## src/rtl/cgs_pkg.sv

```systemverilog
// ----------------------------------------------------------------------------
// cgs_pkg
// Shared constants, types and codes of the Sobel / Canny gradient stage.
// ----------------------------------------------------------------------------
package cgs_pkg;

  localparam int MAX_WIDTH  = 1024;
  localparam int COL_W      = $clog2(MAX_WIDTH);
  localparam int ROW_W      = 17;
  localparam int POS_W      = ROW_W + 1;
  localparam int DIM_W      = 11;
  localparam int HGT_W      = 16;
  localparam int MAG_W      = 11;
  localparam int GRAD_W     = 15;
  localparam int CFG_IDX_W  = 8;
  localparam int CFG_DATA_W = 16;
  localparam int QUEUE_DEPTH = 4;
  localparam int QPTR_W     = $clog2(QUEUE_DEPTH);

  localparam logic [ROW_W-1:0] ROW_LIMIT = 17'd131071;
  localparam logic [DIM_W-1:0] MIN_DIM   = 11'd3;
  localparam logic [DIM_W-1:0] MAX_DIM   = 11'(MAX_WIDTH);

  // Q16 tangents of 22.5 and 67.5 degrees
  localparam logic signed [32:0] TAN_22_5_Q16 = 33'sd27146;
  localparam logic signed [32:0] TAN_67_5_Q16 = 33'sd158218;

  // reciprocal of three for the gray average, 11 fraction bits
  localparam logic [9:0] THIRD_Q11 = 10'd683;

  // configuration register indexes
  localparam logic [CFG_IDX_W-1:0] REG_LOW_THRESHOLD  = 8'd0;
  localparam logic [CFG_IDX_W-1:0] REG_HIGH_THRESHOLD = 8'd1;
  localparam logic [CFG_IDX_W-1:0] REG_IMAGE_WIDTH    = 8'd2;
  localparam logic [CFG_IDX_W-1:0] REG_IMAGE_HEIGHT   = 8'd3;

  // input op codes
  localparam logic OP_PIXEL = 1'b0;
  localparam logic OP_PAD   = 1'b1;

  // strength codes
  localparam logic [1:0] STR_NONE   = 2'd0;
  localparam logic [1:0] STR_WEAK   = 2'd1;
  localparam logic [1:0] STR_STRONG = 2'd2;

  // direction codes
  localparam logic [1:0] DIR_0   = 2'd0;
  localparam logic [1:0] DIR_45  = 2'd1;
  localparam logic [1:0] DIR_90  = 2'd2;
  localparam logic [1:0] DIR_135 = 2'd3;

  typedef struct packed {
    logic [COL_W-1:0] col;
    logic [COL_W-1:0] scol;
    logic [7:0]       gray;
    logic             sobel_zero;
    logic             center_valid;
    logic             border;
  } cgs_job_t;

  typedef enum logic [2:0] {
    BK_IDLE,
    BK_READ,
    BK_SOBEL,
    BK_SQUARE,
    BK_ROOT_INIT,
    BK_ROOT,
    BK_GRAD,
    BK_EMIT
  } cgs_bk_state_t;

endpackage

```

## src/rtl/cgs_queue.sv

```systemverilog
// ----------------------------------------------------------------------------
// cgs_queue
// Small job queue that decouples the front from the back.
// ----------------------------------------------------------------------------
module cgs_queue (
  input  logic              clk,
  input  logic              rst_n,
  input  logic              push,
  input  cgs_pkg::cgs_job_t push_job,
  output logic              full,
  input  logic              pop,
  output cgs_pkg::cgs_job_t head,
  output logic              empty
);
  import cgs_pkg::*;

  cgs_job_t          slot_r [QUEUE_DEPTH];
  logic [QPTR_W-1:0] wr_ptr_r, rd_ptr_r;
  logic [QPTR_W:0]   count_r;

  assign full  = (count_r == (QPTR_W+1)'(QUEUE_DEPTH));
  assign empty = (count_r == '0);
  assign head  = slot_r[rd_ptr_r];

  // store the job on push
  always_ff @(posedge clk) begin
    if (push) slot_r[wr_ptr_r] <= push_job;
  end

  // advance pointers and count
  always_ff @(posedge clk) begin
    if (!rst_n) begin
      wr_ptr_r <= '0;
      rd_ptr_r <= '0;
      count_r  <= '0;
    end else begin
      if (push) wr_ptr_r <= wr_ptr_r + 1'b1;
      if (pop)  rd_ptr_r <= rd_ptr_r + 1'b1;
      case ({push, pop})
        2'b10:   count_r <= count_r + 1'b1;
        2'b01:   count_r <= count_r - 1'b1;
        default: count_r <= count_r;
      endcase
    end
  end

endmodule

```

## config.mk

```make
export PLATFORM = sky130hd
export DESIGN_NAME = cgs_queue
export DESIGN_NICKNAME = d
export VERILOG_FILES = /design/src/rtl/cgs_pkg.sv /design/src/rtl/cgs_queue.sv
export SDC_FILE = /design/constraint.sdc
export NUM_CORES = 1
export LEC_CHECK = 0
export BUFFER_PORTS_ARGS = -buffer_cell sky130_fd_sc_hd__buf_2
export CAP_MARGIN = 0
export CORE_UTILIZATION = 50
export DETAILED_ROUTE_END_ITERATION = 6
export PLACE_DENSITY = 0.82
export SYNTH_ARGS = -nofsm -noshare
export SYNTH_HDL_FRONTEND = slang
export SYNTH_SLANG_ARGS = --single-unit
```

## constraint.sdc

```tcl
create_clock -name clk -period 2.3 [get_ports clk]
set_clock_uncertainty 0.2 [all_clocks]
set_input_delay 0.46 -clock clk [delete_from_list [all_inputs] [get_ports clk]]
set_output_delay 0.46 -clock clk [all_outputs]
set_load 0.005 [all_outputs]
```

Yosys cells after proc, flatten, opt, wreduce, memory -nomap -nowiden

Memories as Yosys holds them, arrays and structs flattened. A register that Yosys moved wholly into a read port is not among the register bits.
Index checks and enable logic that the tools add are counted.

Flip-flop bits (word level): 7
Memory bits (writable): 124
Bits of input ports: 35
Output and inout bits: 33
Word-level logic and storage cells: 18
Memories: 1

Memory list:

| memory | words | width | read ports | clocked after memory_dff | wr ports | RTL line        | RTL |
|---|---|---|---|---|---|---|---|
| slot_r | 4     | 31    | 1          | 1                        | 1        | cgs_queue.sv:17 | `cgs_job_t slot_r [QUEUE_DEPTH];` |

$add $sub $neg: 4
Equality and inequality tests: 3
Mux-type cells: 5
Reduce and logical (&&, ||, !) cells: 2

Operator list:

| kind                                                | count |
|---|---|
| case mux 3 bit (2 select lines)                     | 1 |
| adder 2 x 1 -> 2 bit, second input constant         | 2 |
| 2-to-1 mux 2 bit                                    | 2 |
| adder 3 x 1 -> 3 bit, second input constant         | 1 |
| equality test 3 bit, second input constant          | 1 |
| logical NOT 3 bit                                   | 1 |
| subtractor 3 x 1 -> 3 bit, second input constant    | 1 |
| equality test 2 x 1 -> 1 bit, second input constant | 1 |
| equality test 2 bit, second input constant          | 1 |
| 2-to-1 mux 1 bit                                    | 2 |
| nonzero test 2 bit                                  | 1 |

Depth between registers and ports, before layout

Word-level depth: 3
Mapped depth: 7
Mapped depth without buffers: 7

Worst setup path before layout

Ideal clock, no wire load.

Path type: in2reg
From: input push
To: register count_r[2]
Library setup time: 76 ps
Arrival: 1650 ps
Required time: 2024 ps
Setup slack: 375 ps
Cell stages on the path: 7
Buffers on the path: 0
Cell sequence: inv_1 -> ha_1 -> inv_1 -> fa_1 -> xor2_1 -> or3_1 -> a21boi_0

Cells in the longest elaborated chain, start to end: 2
Elaborated cells on any way between the ends: 4
Classes of those cells: eq/ne: 2; mux: 1; reduce/logical: 1

Ends and longest elaborated chain:

| element                                                                      | RTL line        | RTL |
|---|---|---|
| start, declared                                                              | cgs_queue.sv:8  | `input logic push,` |
| equality test 2 x 1 -> 1 bit / equality test 2 bit (equally long branches)   | cgs_queue.sv:39 | `case ({push, pop})` |
| case mux 3 bit (2 select lines) / nonzero test 2 bit (equally long branches) | --              |  |
| end signal, assigned                                                         | cgs_queue.sv:40 | `2'b10: count_r <= count_r + 1'b1;` |
| end signal, assigned                                                         | cgs_queue.sv:41 | `2'b01: count_r <= count_r - 1'b1;` |
| end signal, assigned                                                         | cgs_queue.sv:42 | `default: count_r <= count_r;` |
| end, declared                                                                | cgs_queue.sv:19 | `logic [QPTR_W:0] count_r;` |

Parallel ways exist; a longest one is shown, timed or not.
A chain may end at the register's enable or synchronous reset.

==> results <==
- The startpoint of the worst register-to-register path is count_r[0]$_SDFFE_PN0P_.
- After synthesis the cells add up to 4920 µm².
- The arrival time reported for the critical path endpoint is 1.78 ns.
- The ratio of final minimum period to clock period is 106%.
- The initial antenna violation count came to 0.
- The count of mapped cells out of synthesis is 207.
- The initialized floorplan defines 35 standard-cell rows.
- The number of cells traversed by the worst register-to-register path is 5.
- Across all layers, the routed design uses 2,362 vias.
- The total overflow reported by the global router is 0.
- The most used flip-flop cell after synthesis is sky130_fd_sc_hd__edfxtp_1.
- For this configuration, the core starts out at a cell density of 52.6%.
- Entering global routing, the biggest net connects 24 pins.
- The first global-routing pass estimated 12.9 mm of wire.
- The count of H-tree levels built during CTS is 4.
- Cells with a size suffix above 1 make up 43.3% of the layout.
- Buffers added to address setup during post-CTS repair amount to 0.
- At the placement stage, the worst setup path has a slack of 0.125 ns.
- The via count of the first global-routing pass came to 2,536.
- The flip-flop and latch count after synthesis is 133.
- Max-cap violations in this run came to 0.
- The count of distinct cell types in the synthesized netlist is 20.
- 0 antenna diodes ended up in the layout.
- Dividing the detail-routed wire length by the instance count gives 17.6 µm.
- The routability congestion estimate from global placement is 0.668.
- In this run the power density over the cells is 897 nW/µm².
- The kind of launch point of the worst setup path is a flip-flop.
- The filler cells instantiated in the layout total 620.
- The iteration-0 DRC count of the detailed router is 67.
- The setup-violating endpoint count in the final report is 31.
- The type of destination of the critical path is an output port.
- The total placed cells including tap cells is 408.
- The commonest cells after synthesis are sky130_fd_sc_hd__edfxtp_1 (124), sky130_fd_sc_hd__mux4_2 (30), sky130_fd_sc_hd__and2_1 (10).
- The number of top-level design ports is 68.
- The cell count of the worst hold path is 2.
- Before antenna repair, the detailed router went through 4 iterations.
- The worst endpoint required time is 1.64 ns.
- Measured along the y axis, the die boundary spans 101 µm.
- The setup path with the least slack is of type flip-flop to output port.
- The die covers 10,300 µm².
- Sequential cells were found to cover 79.3% of the synthesized design area.
- sky130_fd_sc_hd__edfxtp_1 is the most common cell in the netlist.
- The HPWL reported at the end of detailed placement is 4.83 mm.
- The maximum number of buffers from clock root to sink is 2.
- The TritonCTS clock tree is yes.
- After detailed routing, the total wire length is 8.31 mm.
- The region available for standard cell placement spans 9370 µm².
- The number of standard cells in the final layout excluding fillers is 473.
- The number of nets handed over by synthesis was 248.
- The cell leakage power is 0.00226 µW.
- The per-instance average area after synthesis is 23.8 µm².
- In this run the tightest slew margin relative to its limit is 81.1%.
- The global-route total usage across every layer is 18.1%.
- The run finished, with violations left.
- Counting I/O delays and the setup requirement, the final critical path takes 2.44 ns.
- Yosys attributes the largest share of cell area to sky130_fd_sc_hd__edfxtp_1 (76%), sky130_fd_sc_hd__mux4_2 (14%), sky130_fd_sc_hd__dfxtp_1 (3.7%).
- The signed area change from the synthesized netlist to the final layout is 29.9%.
- The final reports fail on negative setup slack.
- In this run the clock root is driven by a sky130_fd_sc_hd__clkbuf_8.
- The number of nets at the end of the flow is 372.
- After detailed routing, the number of remaining DRC violations is 0.
- The async set-or-reset flop fraction in the synthesized netlist is 0%.
- Setup repair after global routing could not meet its margin everywhere.
- For this run, the number of Yosys warnings is 0.
- The transition time at the pin with the least slew margin is 0.283 ns.
- The leading area contributor after synthesis is sky130_fd_sc_hd__edfxtp_1.
- The die boundary width is 101 µm.
- Across the VDD grid, the largest voltage drop is 637 µV.
- The clock latency of the later-clocked register in the worst-skew pair is 0.49 ns.
- The detail route stage leaves a number of antenna-violating nets equal to 0.
- The largest driver fanout on the critical path is 13.
- The mean number of vias per cell is 4.99.
- The number of endpoints with negative hold slack in the final report is 0.
- The number of I/O port buffers is 67.
- Counting the buffers created by CTS gives 17.
- The clock net in this run drives a total of 133 sinks.
- The critical hold path startpoint is rst_n.
- The setup slack of the critical path after layout is -0.137 ns.
- The area share of the largest cell type after synthesis is 75.6%.
- In this run, synthesis inferred 124 flip-flops with an integrated enable.
- Clock-pin slew was measured on the worst setup and hold paths at 0.06 ns.
- The number of pins exceeding their max-slew limit in the final report is 0.
- The achievable clock frequency is 0.410 GHz.
- The worst hold-check path type is input port to flip-flop.
==> critical path: stages (launching register included) <==
cell and delay, ns:
sky130_fd_sc_hd__dfxtp_4 0.43, sky130_fd_sc_hd__buf_16 0.19, sky130_fd_sc_hd__mux4_2 0.51, sky130_fd_sc_hd__buf_2 0.14
==> per-layer routing <==
metal  track usage [%]  vias up  routed length [µm]
met3              5.18        4                 246
met1              22.6     1206                3600
met5                 0        -                   0
met4              6.24        0                  52
met2              30.5       47                4420
li1                  -     1105                   -
==> power breakdown <==
group          switching [µW]  internal, µW
clock                    1020          1350
combinational             240           314
sequential               46.1          2770
==> cells by family after synthesis <==
logic type / after synthesis / synth area share [%]
and+or+nand+nor: 16 / 1.91
AOI/OAI and AO/OA: 3 / 0.356
buffers and inverters: 12 / 1.45
muxes: 32 / 14.5
DFF: 133 / 79.3
xor gates and xnor gates: 5 / 0.889
adders and majority gates: 6 / 1.68
==> layout by cell type, fill, tap and decap left out <==
cell and n:
sky130_fd_sc_hd__dfxtp_1 7, sky130_fd_sc_hd__a21boi_0 1, sky130_fd_sc_hd__clkinvlp_4 3, sky130_fd_sc_hd__inv_8 1
sky130_fd_sc_hd__mux4_2 31, sky130_fd_sc_hd__nor3_1 1, sky130_fd_sc_hd__xor2_1 3, sky130_fd_sc_hd__xnor2_1 2
sky130_fd_sc_hd__buf_16 2, sky130_fd_sc_hd__buf_2 66, sky130_fd_sc_hd__nor2b_1 1, sky130_fd_sc_hd__buf_12 2
sky130_fd_sc_hd__dfxtp_2 1, sky130_fd_sc_hd__buf_6 2, sky130_fd_sc_hd__dfxtp_4 1, sky130_fd_sc_hd__or3_1 1
sky130_fd_sc_hd__nand2_1 2, sky130_fd_sc_hd__dlygate4sd3_1 31, sky130_fd_sc_hd__clkinv_4 5, sky130_fd_sc_hd__edfxtp_1 124
sky130_fd_sc_hd__inv_6 4, sky130_fd_sc_hd__inv_1 6, sky130_fd_sc_hd__fa_1 1, sky130_fd_sc_hd__o21ai_0 2
sky130_fd_sc_hd__and2_1 6, sky130_fd_sc_hd__mux2i_1 1, sky130_fd_sc_hd__ha_1 5, sky130_fd_sc_hd__and3_1 1
sky130_fd_sc_hd__and2_2 4, sky130_fd_sc_hd__buf_4 8, sky130_fd_sc_hd__clkbuf_8 1, sky130_fd_sc_hd__clkinv_2 2
sky130_fd_sc_hd__clkbuf_16 16
==> metrics by stage <==
stage / area, µm² / hold WS, ns / TNS [ns] / util [%] / power (µW)
2_1_floorplan: 4920 / 0.273 / 0 / - / 3140
3_3_place_gp: 5490 / 0.286 / 0 / 58.6 / 3340
3_5_place_dp: 5490 / 0.315 / 0 / 58.6 / 3360
4_1_cts: 6390 / 0.0378 / -4.38 / 68.2 / 5790
5_1_grt: 6400 / 0.0382 / -5.17 / 68.3 / 5960
6_report: 6400 / 0.0632 / -3.17 / 68.3 / 5740
==> what timing repair did <==
action | 4_1_cts | 5_1_grt
gates resized for setup | 5 | 1
hold buffers | 31 | 0
setup endpoints to repair | 31 | 31
cloned | 2 | 0
hold endpoints to repair | 124 | 0
==> worst paths after layout <==
check	to	slack [ns]
max	head[25]	-0.14
min	flip-flop	0.06
max reg2reg	count_r[2]$_SDFFE_PN0P_	0.51
min reg2reg	count_r[2]$_SDFFE_PN0P_	0.32
==> layout make-up <==
class	count	area, µm²	share of cell area [%]
timing repair buffer	111	818	12.8
clock buffer	17	414	6.47
sequential	133	3910	61.1
inverter	6	22.5	0.352
multi-input combinational	62	951	14.9
clock inverter	15	123	1.92
tap	129	161	2.52
==> flip-flops by register name, summed over array words and instances (netlist names), named ones only <==
name and count:
slot_r 124, wr_ptr_r 2, rd_ptr_r 2, count_r 3
No activity file was read; power rests on OpenSTA's default activity.
