**config.mk**
```make
export PLATFORM = sky130hd
export DESIGN_NAME = cgs_front_flat
export DESIGN_NICKNAME = d
export VERILOG_FILES = /design/src/rtl/cgs_pkg.sv /design/src/rtl/cgs_if.sv /design/src/rtl/cgs_front.sv /design/src/flat_wrapper.sv
export SDC_FILE = /design/constraint.sdc
export NUM_CORES = 1
export LEC_CHECK = 0
export BUFFER_PORTS_ARGS = -buffer_cell sky130_fd_sc_hd__clkbuf_2
export CAP_MARGIN = 10
export CORE_ASPECT_RATIO = 1.1
export CORE_MARGIN = 2
export CORE_UTILIZATION = 55
export DETAILED_ROUTE_END_ITERATION = 6
export PLACE_DENSITY_LB_ADDON = 0.2
export SKIP_CTS_REPAIR_TIMING = 1
export SLEW_MARGIN = 20
export SYNTH_ARGS = -nofsm -noshare
export SYNTH_HDL_FRONTEND = slang
export SYNTH_SLANG_ARGS = --single-unit
```
**constraint.sdc**
```tcl
create_clock -name clk -period 8.2 [get_ports clk]
set_clock_uncertainty 0.15 [all_clocks]
set_input_delay 0.41 -clock clk [delete_from_list [all_inputs] [get_ports clk]]
set_output_delay 0.41 -clock clk [all_outputs]
set_load 0.02 [all_outputs]
```
**src/rtl/cgs_pkg.sv**
```systemverilog
// ----------------------------------------------------------------------------
// cgs_pkg
// Shared constants, types and codes of the Sobel / Canny gradient stage.
// ----------------------------------------------------------------------------
package cgs_pkg;

  localparam int MAX_WIDTH  = 1024;
  localparam int COL_W      = $clog2(MAX_WIDTH);
  localparam int ROW_W      = 17;
  localparam int POS_W      = ROW_W + 1;
  localparam int DIM_W      = 11;
  localparam int HGT_W      = 16;
  localparam int MAG_W      = 11;
  localparam int GRAD_W     = 15;
  localparam int CFG_IDX_W  = 8;
  localparam int CFG_DATA_W = 16;
  localparam int QUEUE_DEPTH = 4;
  localparam int QPTR_W     = $clog2(QUEUE_DEPTH);

  localparam logic [ROW_W-1:0] ROW_LIMIT = 17'd131071;
  localparam logic [DIM_W-1:0] MIN_DIM   = 11'd3;
  localparam logic [DIM_W-1:0] MAX_DIM   = 11'(MAX_WIDTH);

  // Q16 tangents of 22.5 and 67.5 degrees
  localparam logic signed [32:0] TAN_22_5_Q16 = 33'sd27146;
  localparam logic signed [32:0] TAN_67_5_Q16 = 33'sd158218;

  // reciprocal of three for the gray average, 11 fraction bits
  localparam logic [9:0] THIRD_Q11 = 10'd683;

  // configuration register indexes
  localparam logic [CFG_IDX_W-1:0] REG_LOW_THRESHOLD  = 8'd0;
  localparam logic [CFG_IDX_W-1:0] REG_HIGH_THRESHOLD = 8'd1;
  localparam logic [CFG_IDX_W-1:0] REG_IMAGE_WIDTH    = 8'd2;
  localparam logic [CFG_IDX_W-1:0] REG_IMAGE_HEIGHT   = 8'd3;

  // input op codes
  localparam logic OP_PIXEL = 1'b0;
  localparam logic OP_PAD   = 1'b1;

  // strength codes
  localparam logic [1:0] STR_NONE   = 2'd0;
  localparam logic [1:0] STR_WEAK   = 2'd1;
  localparam logic [1:0] STR_STRONG = 2'd2;

  // direction codes
  localparam logic [1:0] DIR_0   = 2'd0;
  localparam logic [1:0] DIR_45  = 2'd1;
  localparam logic [1:0] DIR_90  = 2'd2;
  localparam logic [1:0] DIR_135 = 2'd3;

  typedef struct packed {
    logic [COL_W-1:0] col;
    logic [COL_W-1:0] scol;
    logic [7:0]       gray;
    logic             sobel_zero;
    logic             center_valid;
    logic             border;
  } cgs_job_t;

  typedef enum logic [2:0] {
    BK_IDLE,
    BK_READ,
    BK_SOBEL,
    BK_SQUARE,
    BK_ROOT_INIT,
    BK_ROOT,
    BK_GRAD,
    BK_EMIT
  } cgs_bk_state_t;

endpackage

```
**src/rtl/cgs_if.sv**
```systemverilog
// ----------------------------------------------------------------------------
// cgs_if
// Valid/ready channels of the gradient stage: pixels, results, configuration.
// ----------------------------------------------------------------------------
interface cgs_in_if;
  logic       valid;
  logic       ready;
  logic       op;
  logic       frame_start;
  logic [7:0] red;
  logic [7:0] green;
  logic [7:0] blue;

  modport source (output valid, op, frame_start, red, green, blue, input ready);
  modport sink   (input valid, op, frame_start, red, green, blue, output ready);
endinterface


```
**src/rtl/cgs_front.sv**
```systemverilog
// ----------------------------------------------------------------------------
// cgs_front
// Accept pixel beats, track raster position, form gray and classify the
// Sobel and suppression centers of each beat into a job.
// ----------------------------------------------------------------------------
module cgs_front (
  input  logic                         clk,
  input  logic                         rst_n,
  cgs_in_if.sink                       in_ch,
  input  logic [cgs_pkg::DIM_W-1:0]    width,
  input  logic [cgs_pkg::HGT_W-1:0]    height,
  input  logic                         q_full,
  output logic                         q_push,
  output cgs_pkg::cgs_job_t            q_job
);
  import cgs_pkg::*;

  logic [COL_W-1:0] col_r, col_nxt;
  logic [ROW_W-1:0] row_r, row_nxt;

  logic [COL_W-1:0] c0, c, sc, cc;
  logic [ROW_W-1:0] r0, r;
  logic [DIM_W-1:0] c_inc;
  logic signed [POS_W-1:0] sr, cr, hs;
  logic [9:0]  sum;
  logic [19:0] prod;
  logic [DIM_W-1:0] wm1;

  // position of this beat and of its two lagging centers
  always_comb begin
    wm1 = width - 11'd1;
    c0  = in_ch.frame_start ? '0 : col_r;
    r0  = in_ch.frame_start ? '0 : row_r;
    if ({1'b0, c0} >= width) begin
      c = '0;
      r = (r0 == ROW_LIMIT) ? r0 : r0 + 17'd1;
    end else begin
      c = c0;
      r = r0;
    end
    if (c != '0) begin
      sr = $signed({1'b0, r}) - 18'sd1;
      sc = c - 10'd1;
    end else begin
      sr = $signed({1'b0, r}) - 18'sd2;
      sc = wm1[COL_W-1:0];
    end
    if (sc != '0) begin
      cr = sr - 18'sd1;
      cc = sc - 10'd1;
    end else begin
      cr = sr - 18'sd2;
      cc = wm1[COL_W-1:0];
    end
    hs = $signed({2'b00, height});
    // advance the counters past this beat
    c_inc = {1'b0, c} + 11'd1;
    if (c_inc >= width) begin
      col_nxt = '0;
      row_nxt = (r == ROW_LIMIT) ? r : r + 17'd1;
    end else begin
      col_nxt = c_inc[COL_W-1:0];
      row_nxt = r;
    end
    // gray = sum / 3 by reciprocal multiply
    sum  = {2'b00, in_ch.red} + {2'b00, in_ch.green} + {2'b00, in_ch.blue};
    prod = sum * THIRD_Q11;
  end

  assign in_ch.ready = !q_full;
  assign q_push      = in_ch.valid && !q_full;

  always_comb begin
    q_job.col  = c;
    q_job.scol = sc;
    q_job.gray = (in_ch.op == OP_PAD) ? 8'd0 : prod[18:11];
    q_job.sobel_zero = (sr <= 18'sd0) || (sr >= hs - 18'sd1) || (sc == '0) ||
                       ({1'b0, sc} == wm1);
    q_job.center_valid = (cr >= 18'sd0) && (cr < hs);
    q_job.border = (cr == 18'sd0) || (cr == hs - 18'sd1) || (cc == '0) ||
                   ({1'b0, cc} == wm1);
  end

  // hold position between beats
  always_ff @(posedge clk) begin
    if (!rst_n) begin
      col_r <= '0;
      row_r <= '0;
    end else if (q_push) begin
      col_r <= col_nxt;
      row_r <= row_nxt;
    end
  end

endmodule

```
**src/flat_wrapper.sv**
```systemverilog
// flat-port wrapper written by rule: the top's interface ports become plain ports
module cgs_front_flat import cgs_pkg::*;
  (clk, rst_n, width, height, q_full, q_push, q_job, in_ch_valid, in_ch_op, in_ch_frame_start, in_ch_red, in_ch_green, in_ch_blue, in_ch_ready);
  cgs_in_if in_ch_i ();
  input  logic clk;
  input  logic rst_n;
  input  logic [cgs_pkg::DIM_W-1:0] width;
  input  logic [cgs_pkg::HGT_W-1:0] height;
  input  logic q_full;
  output logic q_push;
  output cgs_pkg::cgs_job_t q_job;
  input wire logic [$bits(in_ch_i.valid)-1:0] in_ch_valid;
  input wire logic [$bits(in_ch_i.op)-1:0] in_ch_op;
  input wire logic [$bits(in_ch_i.frame_start)-1:0] in_ch_frame_start;
  input wire logic [$bits(in_ch_i.red)-1:0] in_ch_red;
  input wire logic [$bits(in_ch_i.green)-1:0] in_ch_green;
  input wire logic [$bits(in_ch_i.blue)-1:0] in_ch_blue;
  output wire logic [$bits(in_ch_i.ready)-1:0] in_ch_ready;
  assign in_ch_i.valid = in_ch_valid;
  assign in_ch_i.op = in_ch_op;
  assign in_ch_i.frame_start = in_ch_frame_start;
  assign in_ch_i.red = in_ch_red;
  assign in_ch_i.green = in_ch_green;
  assign in_ch_i.blue = in_ch_blue;
  assign in_ch_ready = in_ch_i.ready;
  cgs_front u_core (.clk(clk), .rst_n(rst_n), .in_ch(in_ch_i), .width(width), .height(height), .q_full(q_full), .q_push(q_push), .q_job(q_job));
endmodule
```
## Yosys cells after proc, flatten, opt, wreduce, memory -nomap -nowiden

Index checks and enable logic that the tools add are counted.

- Add/sub/neg operators: 13
- $mul: 1
- Div/mod/pow operators: 0
- $lt $le $gt $ge: 6
- Equal/unequal tests: 5
- Shifts and indexed selects: 0
- Mux-type cells: 13
- Bitwise logic cells: 0
- Reductions and logical operators: 14

Operators with widths:

| cell | count |
|---|---|
| 17-bit 2-to-1 mux | 5 |
| 10-bit 2-to-1 mux | 5 |
| 18-bit 2-to-1 mux | 2 |
| 17-bit by 1-bit adder with 17-bit output, second input constant | 2 |
| 17-bit == test, second input constant | 2 |
| 10-bit by 11-bit == test with 1-bit output | 2 |
| 10-bit zero test | 2 |
| 10-bit nonzero test | 2 |
| 10-bit by 1-bit subtractor with 10-bit output, second input constant | 2 |
| 10-bit by 10-bit multiplier with 19-bit output, second input constant | 1 |
| 18-bit == test | 1 |
| 18-bit by 1-bit greater-or-equal comparator with 1-bit output, second input constant | 1 |
| 18-bit greater-or-equal comparator | 1 |
| 18-bit by 1-bit less-or-equal comparator with 1-bit output, second input constant | 1 |
| 18-bit zero test | 1 |
| 18-bit by 17-bit less-than comparator with 1-bit output | 1 |
| 17-bit by 1-bit subtractor with 18-bit output, second input constant | 1 |
| 17-bit by 2-bit subtractor with 18-bit output, second input constant | 1 |
| 18-bit by 2-bit subtractor with 18-bit output, second input constant | 1 |
| 18-bit by 3-bit subtractor with 18-bit output, second input constant | 1 |
| 16-bit by 1-bit subtractor with 17-bit output, second input constant | 1 |
| 10-bit by 1-bit adder with 11-bit output, second input constant | 1 |
| 10-bit by 11-bit greater-or-equal comparator with 1-bit output | 1 |
| 11-bit greater-or-equal comparator | 1 |
| other kinds (7) | 13 |

- Bits in registers: 27
- Bits in latches: 0
- Bits in writable memories: 0
- ROM bits: 0
- Bits of input ports: 57
- Output and inout bits: 33
- Logic and storage cells: 54
- Memories: 0

## Logic depth before layout (Yosys ltp)

Gate-level depths: netlist of the first run.

- Depth after elaboration: 12
- Mapped depth: 40
- Depth with buffers taken out: 36

## Least setup slack after synthesis of the first run

No wires, ideal clock.

- Path type: in2out
- Start: input in_ch_frame_start
- End: output q_job[1] (netlist bit)
- Arrival time: 8.011 ns
- Required time: 7.640 ns
- Setup slack: -0.371 ns
- Cell stages on the path: 38
- Path buffers: 6
- Cells stage by stage: clkbuf_1 > clkbuf_1 > clkbuf_1 > nor2b_1 > ha_1 > and3_1 > a221oi_2 > o21ai_0 > a21oi_1 > and2_1 > inv_1 > ha_1 > clkbuf_1 > nand2_1 > a2bb2oi_1 > o31ai_1 > clkbuf_1 > a21oi_1 > [... 2 more ...] > and4_1 > buf_4 > o21ai_1 > and3b_1 > mux2i_1 > xnor2_1 > inv_1 > ha_1 > o21a_1 > o21a_1 > o21a_1 > o21a_1 > o21a_1 > o21ai_0 > nand2b_1 > a21oi_1 > o21ai_0 > a211oi_1

RTL lines:

| element | RTL line | text |
|---|---|---|
| from (decl) | flat_wrapper.sv:14 | `input wire logic [$bits(in_ch_i.frame_start)-1:0] in_ch_frame_start;` |
| to (decl) | flat_wrapper.sv:11 | `output cgs_pkg::cgs_job_t q_job;` |

==> metrics.md, run 1 <==
| Metric | Value |
|---|---|
| Outcome | `finished clean` |
| Die Y | `136 microns` |
| Top cells by count, synth | `ha_1 (141), inv_1 (101), xnor2_1 (101), nand2_1 (95), nor2_1 (85)` |
| Worst path max stage delay | `460 ps` |
| Post-route setup slack | `427 ps` |
| Final Cycle Share | `0.948` |
| Via count | `8803` |
| Arr. time, crit path | `7210 ps` |
| RR Endpoint | `u_core.row_r[15]` |
| Minimum clock period | `7770 ps` |
| Most frequent cell after synthesis | `ha_1` |
| Root Buffer | `clkbuf_16` |
| R2R cell count | `24` |
| Leakage | `4.40 nW` |
| Gr usage total | `0.288` |
| Layout Cells excl Fill | `1450` |
| Most frequent CP cell | `o21a_1` |
| Vias per Instance | `6.07` |
| First-pass GRT wire length | `39300 microns` |
| Final setup viols | `0` |
| Post-route cell area | `0.00956 sq mm` |
| Post-DRT Antenna Nets | `0` |
| Final hold violation count | `0` |
| Area share of the largest cell type after synthesis | `0.203` |
| Ys flop type | `dfxtp_1` |
| Worst slew margin | `0.274` |
| Core region area | `0.0156 sq mm` |
| Iter 0 DRT Violations | `584` |
| Die W | `124 microns` |
| Pins Over Slew Limit | `0` |
| Max-cap violation count | `0` |
| Post-synth ARST share | `0` |
| CTS tree | `done` |
| WL met3 | `1530 microns` |
| Library cells used by synthesis | `91` |
| Yosys reg bits | `27` |
| Routed len/inst | `16.8 microns` |
| Clock Tree Buf Depth | `2` |
| Max Freq | `0.129 GHz` |
| Tot Pwr | `3.69 mW` |
| Largest net degree at the start of global routing | `37` |
| CTS clk-pin slew, worst paths | `60 ps` |
| Worst slack, placed | `256 ps` |
| DRC viols | `0` |
| Post-layout util | `0.615` |
| Share of cells above drive strength 1 | `0.130` |
| # placed instances | `1442` |
| Clock sink count | `27` |
| Syn avg cell area | `7.47 sq um` |
| # diodes | `0` |
| Die area | `0.0168 sq mm` |
| Max Used Layer | `met4` |
| Vias in the first global route | `8212` |
| Syn nets | `1383` |
| HP Class | `reg2reg` |
| CP max-delay cell | `a2111o_1` |
| Seq/Total Area, Yosys | `0.0622` |
| Cell taking the most area after synthesis | `ha_1` |
| Length of routed met2 wiring | `11600 microns` |
| Cts bufs inserted | `3` |
| Post-synth EDFFs | `0` |
| Worst-skew pair later-pin latency | `270 ps` |
| IO buf count | `89` |
| Worst Max-Slew Pin Slew | `1080 ps` |
| Hold_sp | `u_core.row_r[1]` |
| Post-Syn Area | `0.00868 sq mm` |
| Top cells by area, synth | `ha_1 (20%), xnor2_1 (10%), dfxtp_1 (6.2%)` |
| Critical path type | `in2out` |
| Max VDD drop | `0.000696 V` |
| Synth Warn # | `0` |
| Gpl congestion | `0.989` |
| Worst reg2reg startpoint | `u_core.col_r[9]` |
| Final nets | `1472` |
| Ports | `90` |
| Initial Util | `0.558` |
| Metal-1 WL | `10500 microns` |
| Final setup TNS | `0 ps` |
| Area Overhead vs Synth | `10.1%` |
| TritonRoute pass-1 iters | `5` |
| CP required | `7640 ps` |
| Final HPWL DP | `20300 microns` |
| H-Tree Level Count | `1` |
| DP Area | `0.00943 sq mm` |
| CP Capture Type | `primary output` |
| Initial antenna violation count | `0` |
| # fillers | `1458` |
| Cells on Worst Hold Path | `2` |
| Gr ovfl total | `0` |
| Final WL | `24400 microns` |
| Pwr per Cell Area | `386 mW/mm^2` |
| Worst setup SP type | `primary input` |
| Hold slack | `342 ps` |
| Hold Path End | `u_core.row_r[1]` |
| Reg2Reg Setup Slack | `2130 ps` |
| Gate Count Post-Synth | `1162` |
| CP Max Fanout | `11` |
| Row count | `48` |
[metal layers]
metal | vias to the layer above | global-route usage
li1 | 4397 | -
met1 | 4028 | 0.377
met2 | 318 | 0.491
met3 | 60 | 0.0215
met4 | 0 | 0.108
met5 | - | 0
[critical path: cells and delay by family]
family / cells / cell delay [ps]
buf+inv: 4 / 490
simple gates: 9 / 1600
compound gates: 19 / 3900
fa+ha+maj: 3 / 780
[sequential cells by signal, indices dropped and copies added, names as in the netlist]
register and flops:
u_core.col_r 10, u_core.row_r 17
[cells by family (layout without fill, tap and decap cells)]
family	Yosys count	count (layout)	synth area share
compound gates	259	259	0.208
simple gates	424	424	0.252
xor+xnor	133	133	0.138
flops	27	27	0.0622
fa+ha+maj	164	164	0.256
buf+inv	137	225	0.0612
mux	18	18	0.0216
[where the power goes]
group | internal, mW | total, mW | switching, mW
registers | 0.134 | 0.138 | 0.00404
logic | 1.51 | 3.44 | 1.93
clock network | 0.0667 | 0.113 | 0.0461
total | 1.71 | 3.69 | 1.98
[area by class of cell]
cell class / count / area (sq um) / area share
clock buffers: 4 / 78.8 / 0.00824
inverters: 106 / 398 / 0.0416
multi-input cells: 998 / 7650 / 0.800
flip-flops and latches: 27 / 544 / 0.0569
well taps: 200 / 250 / 0.0262
repair buffers: 115 / 641 / 0.0670
[cell usage in the layout (no fill, tap or decap), drive strengths merged, types with 10 or more instances in the layout]
master,synthesis,layout
dfxtp,27,27
nand4,27,27
a21oi,65,65
or3,10,10
buf,10,26
nand2,95,95
a21o,21,21
xnor2,101,101
nor2,86,86
o21ai,45,45
clkbuf,21,93
fa,23,23
nand3,59,59
and3,12,12
nor3,50,50
ha,141,141
o21a,23,23
xor2,30,30
a211oi,15,15
mux2i,12,12
nor4,16,16
inv,105,105
nor2b,16,16
[how the worst max path moves through the flow]
stage	depth (start not counted)	to	start
CTS	33	q_job[1]	u_core.col_r[6]
floorplan	37	q_job[1]	in_ch_frame_start
finish	35	q_job[1]	in_ch_frame_start
global route	35	q_job[1]	in_ch_frame_start
global placement	34	q_job[1]	in_ch_frame_start
detailed placement	34	q_job[1]	in_ch_frame_start
Note: power is estimated with default switching activity, not from simulation.
==> inputs of run 2 (changes only) <==
--- a/config.mk
+++ b/config.mk
@@ -5,6 +5,7 @@
 export SDC_FILE = /design/constraint.sdc
 export NUM_CORES = 1
 export LEC_CHECK = 0
+export ABC_AREA = 1
 export BUFFER_PORTS_ARGS = -buffer_cell sky130_fd_sc_hd__clkbuf_2
 export CAP_MARGIN = 10
 export CORE_ASPECT_RATIO = 1.1
==> run 2 against run 1 <==
- hold slack got worse by 25 ps
- area after synthesis grew 15%
- critical endpoint is now q_job[10]
- global-route usage decreased by 1.1 points
- critical path type unchanged
- register-to-register slack gained 220 ps
- worst setup slack gained 190 ps
- synthesized cell count grew 43%
- sequential cell count is the same
- routed wire length up 9.7%
==> metrics.md, run 2 <==
| Metric | Value |
|---|---|
| Outcome | `finished clean` |
| IO buf count | `89 (unchanged)` |
| Root Buffer | `clkbuf_16` |
| Yosys reg bits | `27 (unchanged)` |
| Simple-gate share of the synthesized area | `0.427 (+0.175)` |
| Post-Synth XOR/XNOR Area | `0.0599 (-0.0783)` |
| Final setup TNS | `0 ps (unchanged)` |
| Share of cells above drive strength 1 | `0.138 (+0.00799)` |
| Gate Count Post-Synth | `1658 (+43%)` |
| Critical path type | `in2out` |
| Post-synth ARST share | `0 (unchanged)` |
| TritonRoute pass-1 iters | `5 (unchanged)` |
| Max Freq | `0.132 GHz (+2.5%)` |
| Top cells by count, synth | `nand2_1 (444), inv_1 (243), nor2_1 (155), nand3_1 (142), ha_1 (141)` |
| Leakage | `5.86 nW (+33%)` |
| Largest family of logic cells by synthesized area | `simple AND/OR/NAND/NOR gates` |
| R2R cell count | `31 (+29%)` |
| Row count | `51 (+6.3%)` |
| HP Class | `reg2reg` |
| Sw Share | `0.565 (+0.0290)` |
| Via count | `10600 (+21%)` |
| Commonest cells after routing, fill and taps aside | `nand2_1 (444), inv_1 (243), nor2_1 (155)` |
| NetSw | `2.09 mW (+5.6%)` |
| # fillers | `1849 (+27%)` |
| CTS tree | `done` |
| Final HPWL DP | `22800 microns (+12%)` |
| Reg2Reg Setup Slack | `2350 ps (+220 ps)` |
| Post-synth EDFFs | `0 (unchanged)` |
| RSZ-0062 raised after global routing | `false` |
| Die area | `0.0192 sq mm (+14%)` |
| Final nets | `1959 (+33%)` |
| Final hold violation count | `0 (unchanged)` |
| Worst reg2reg startpoint | `u_core.col_r[6]` |
| Initial Util | `0.561 (+0.00249)` |
| Largest net degree at the start of global routing | `32 (-14%)` |
| Syn avg cell area | `6.00 sq um (-20%)` |
| Synth Warn # | `0 (unchanged)` |
| Hold_sp | `u_core.col_r[3]` |
| GR Layer Usage met1 | `0.383 (+0.00549)` |
| Most common cell after layout, fill and taps aside | `nand2_1` |
| CP Max Fanout | `4 (-7)` |
| Top cells by area, synth | `ha_1 (18%), nand2_1 (17%), inv_1 (9.2%)` |
| Cts bufs inserted | `3 (unchanged)` |
| Post-layout util | `0.601 (-0.0140)` |
| Final Cycle Share | `0.925 (-0.0233)` |
| Library cells used by synthesis | `59 (-35%)` |
| Multi-input logic area | `0.00820 sq mm (+7.2%)` |
| Worst Max-Slew Pin Slew | `779 ps (-303 ps)` |
| Hold Path End | `u_core.col_r[3]` |
| Die W | `132 microns (+6.8%)` |
| Seq/Total Area, Yosys | `0.0543 (-0.00791)` |
| Post-DRT Antenna Nets | `0 (unchanged)` |
| Clock Tree Buf Depth | `2 (unchanged)` |
| Internal | `1.61 mW (-6.1%)` |
| Area Overhead vs Synth | `7.14%` |
| Max FFs per register | `17 (unchanged)` |
| Max-cap violation count | `0 (unchanged)` |
| Post-synthesis compound-gate area fraction | `0.113 (-0.0951)` |
| Post-route setup slack | `618 ps (+191 ps)` |
| # diodes | `0 (unchanged)` |
| Clock share of power | `0.031 (about the same)` |
| CP Capture Type | `primary output` |
| Final WL | `26700 microns (+9.7%)` |
| RR Endpoint | `u_core.row_r[10]` |
| Largest reg by FF count | `u_core.row_r` |
| M2 GR Usage | `0.471 (-0.0198)` |
| Most frequent cell after synthesis | `nand2_1` |
| Initial antenna violation count | `0 (unchanged)` |
| Vias in the first global route | `9735 (+19%)` |
| Cells on Worst Hold Path | `2 (unchanged)` |
| Gr usage total | `0.277 (-0.0109)` |
| Gr busiest metal | `met2` |
| Worst-skew pair later-pin latency | `270 ps (about the same)` |
| Pins Over Slew Limit | `0 (unchanged)` |
| Cell taking the most area after synthesis | `ha_1` |
| Ys flop type | `dfxtp_1` |
| Mux contribution to synthesized area | `0.00101 (-0.0206)` |
| Worst slew margin | `0.479 (+0.205)` |
| Vias per Instance | `5.37 (-11%)` |
| Routed len/inst | `13.5 microns (-19%)` |
| Biggest regs | `u_core.row_r (17), u_core.col_r (10)` |
| Die Y | `145 microns (+6.8%)` |
| Post-Synth Adder-Cell Area | `0.224 (-0.0325)` |
| FF+latch area | `541 sq um (-0.69%)` |
| Iter 0 DRT Violations | `754 (+29%)` |
| Syn nets | `1879 (+36%)` |
| Gr ovfl total | `0 (unchanged)` |
| Layout Cells excl Fill | `1975 (+36%)` |
| # placed instances | `1971 (+37%)` |
| Grt met3 use | `0.0245 (+0.00299)` |
| Ports | `90 (unchanged)` |
| DRC viols | `0 (unchanged)` |
| Final setup viols | `0 (unchanged)` |
| Pwr per Cell Area | `347 mW/mm^2 (-10%)` |
| Part of the power in registers | `0.037 (about the same)` |
| Core region area | `0.0177 sq mm (+14%)` |
| Worst setup SP type | `primary input` |
| Worst slack, placed | `592 ps (+336 ps)` |
| Area share of the largest cell type after synthesis | `0.177 (-0.0258)` |
| CP required | `7640 ps (about the same)` |
| Minimum clock period | `7580 ps (-191 ps)` |
| Logic pwr share | `0.931 (about the same)` |
| Gpl congestion | `0.972 (-1.6%)` |
| CTS clk-pin slew, worst paths | `70 ps (about the same)` |
| Arr. time, crit path | `7020 ps (-190 ps)` |
| H-Tree Level Count | `1 (unchanged)` |
| Max VDD drop | `0.000875 V (+26%)` |
| Post-Syn Area | `0.00995 sq mm (+15%)` |
| Clock sink count | `27 (unchanged)` |
| First-pass GRT wire length | `45500 microns (+16%)` |
-- run 2: cell count changes in the layout (fill, tap and decap cells not counted), moves of 25 or more --
| cell | previous run | this run |
|---|---|---|
| nand3_1 | 59 | 142 |
| nand2_2 | 0 | 38 |
| nand2_1 | 95 | 444 |
| nor2_1 | 85 | 155 |
| xnor2_1 | 99 | 12 |
| inv_2 | 5 | 30 |
| inv_1 | 100 | 243 |
| xor2_1 | 29 | 56 |
-- run 2: area by class of cell --
class | count | share of cell area
Multi-Input combinational cell | 1335 | 0.770
Inverter | 274 | 0.0966
Sequential cell | 27 | 0.0507
Timing Repair Buffer | 97 | 0.0474
Tap cell | 238 | 0.0279
Clock buffer | 3 | 0.00704
Clock inverter | 1 | 0.000704
-- run 2: worst max-delay path by stage --
stage | end | depth (start not counted) | from | slack, ps
floorplan | q_job[7] | 26 | in_ch_green[0] | 1060
global placement | q_job[10] | 28 | in_ch_green[0] | 710
detailed placement | q_job[7] | 28 | in_ch_green[0] | 590
CTS | q_job[7] | 28 | in_ch_green[0] | 560
global route | q_job[10] | 28 | in_ch_green[0] | 140
finish | q_job[10] | 28 | in_ch_green[0] | 620
-- run 2: logic make-up after synthesis --
family          Yosys count
fa+ha+maj               164
compound gates          183
mux                       1
flops                    27
buf+inv                 296
xor+xnor                 68
simple gates            919
-- run 2: power groups by stage --
stage / registers (mW) / clock network, mW / logic (mW)
after detailed placement: 0.141 / 0 / 3.45
after global placement: 0.141 / 0 / 3.38
after global routing: 0.138 / 0.124 / 3.97
after floorplan: 0.140 / 0 / 2.63
after CTS: 0.137 / 0.119 / 3.47
final: 0.138 / 0.116 / 3.44
-- run 2: through the flow --
stage | power [mW] | instance area, sq um | hold slack, ps
after floorplan | 2.77 | 9950 | 295
after global routing | 4.24 | 10700 | 336
after CTS | 3.73 | 10700 | 319
after global placement | 3.52 | 10600 | 303
final | 3.69 | 10700 | 317
after detailed placement | 3.59 | 10600 | 308
-- run 2: critical path, stage by stage --
cell,delay (ps)
clkbuf_2,80
ha_1,210
fa_1,520
inv_1,70
fa_1,420
o21ai_0,310
a21oi_1,110
o21bai_1,210
nand2_1,80
nand2_1,70
a21oi_1,70
xor2_1,450
ha_1,330
ha_1,320
fa_1,570
fa_1,450
fa_1,470
ha_1,290
nand2_1,70
o21ai_0,230
a21oi_1,90
a21boi_0,390
o21a_1,210
o21a_1,130
nor2_1,50
xor2_1,150
nor2_1,90
clkbuf_2,170
-- run 2: per-layer routing --
metal | vias up | share of wire
met5 | - | 0
met3 | 31 | 0.056
met1 | 4754 | 0.46
met4 | 0 | 0.015
met2 | 291 | 0.46
li1 | 5538 | -
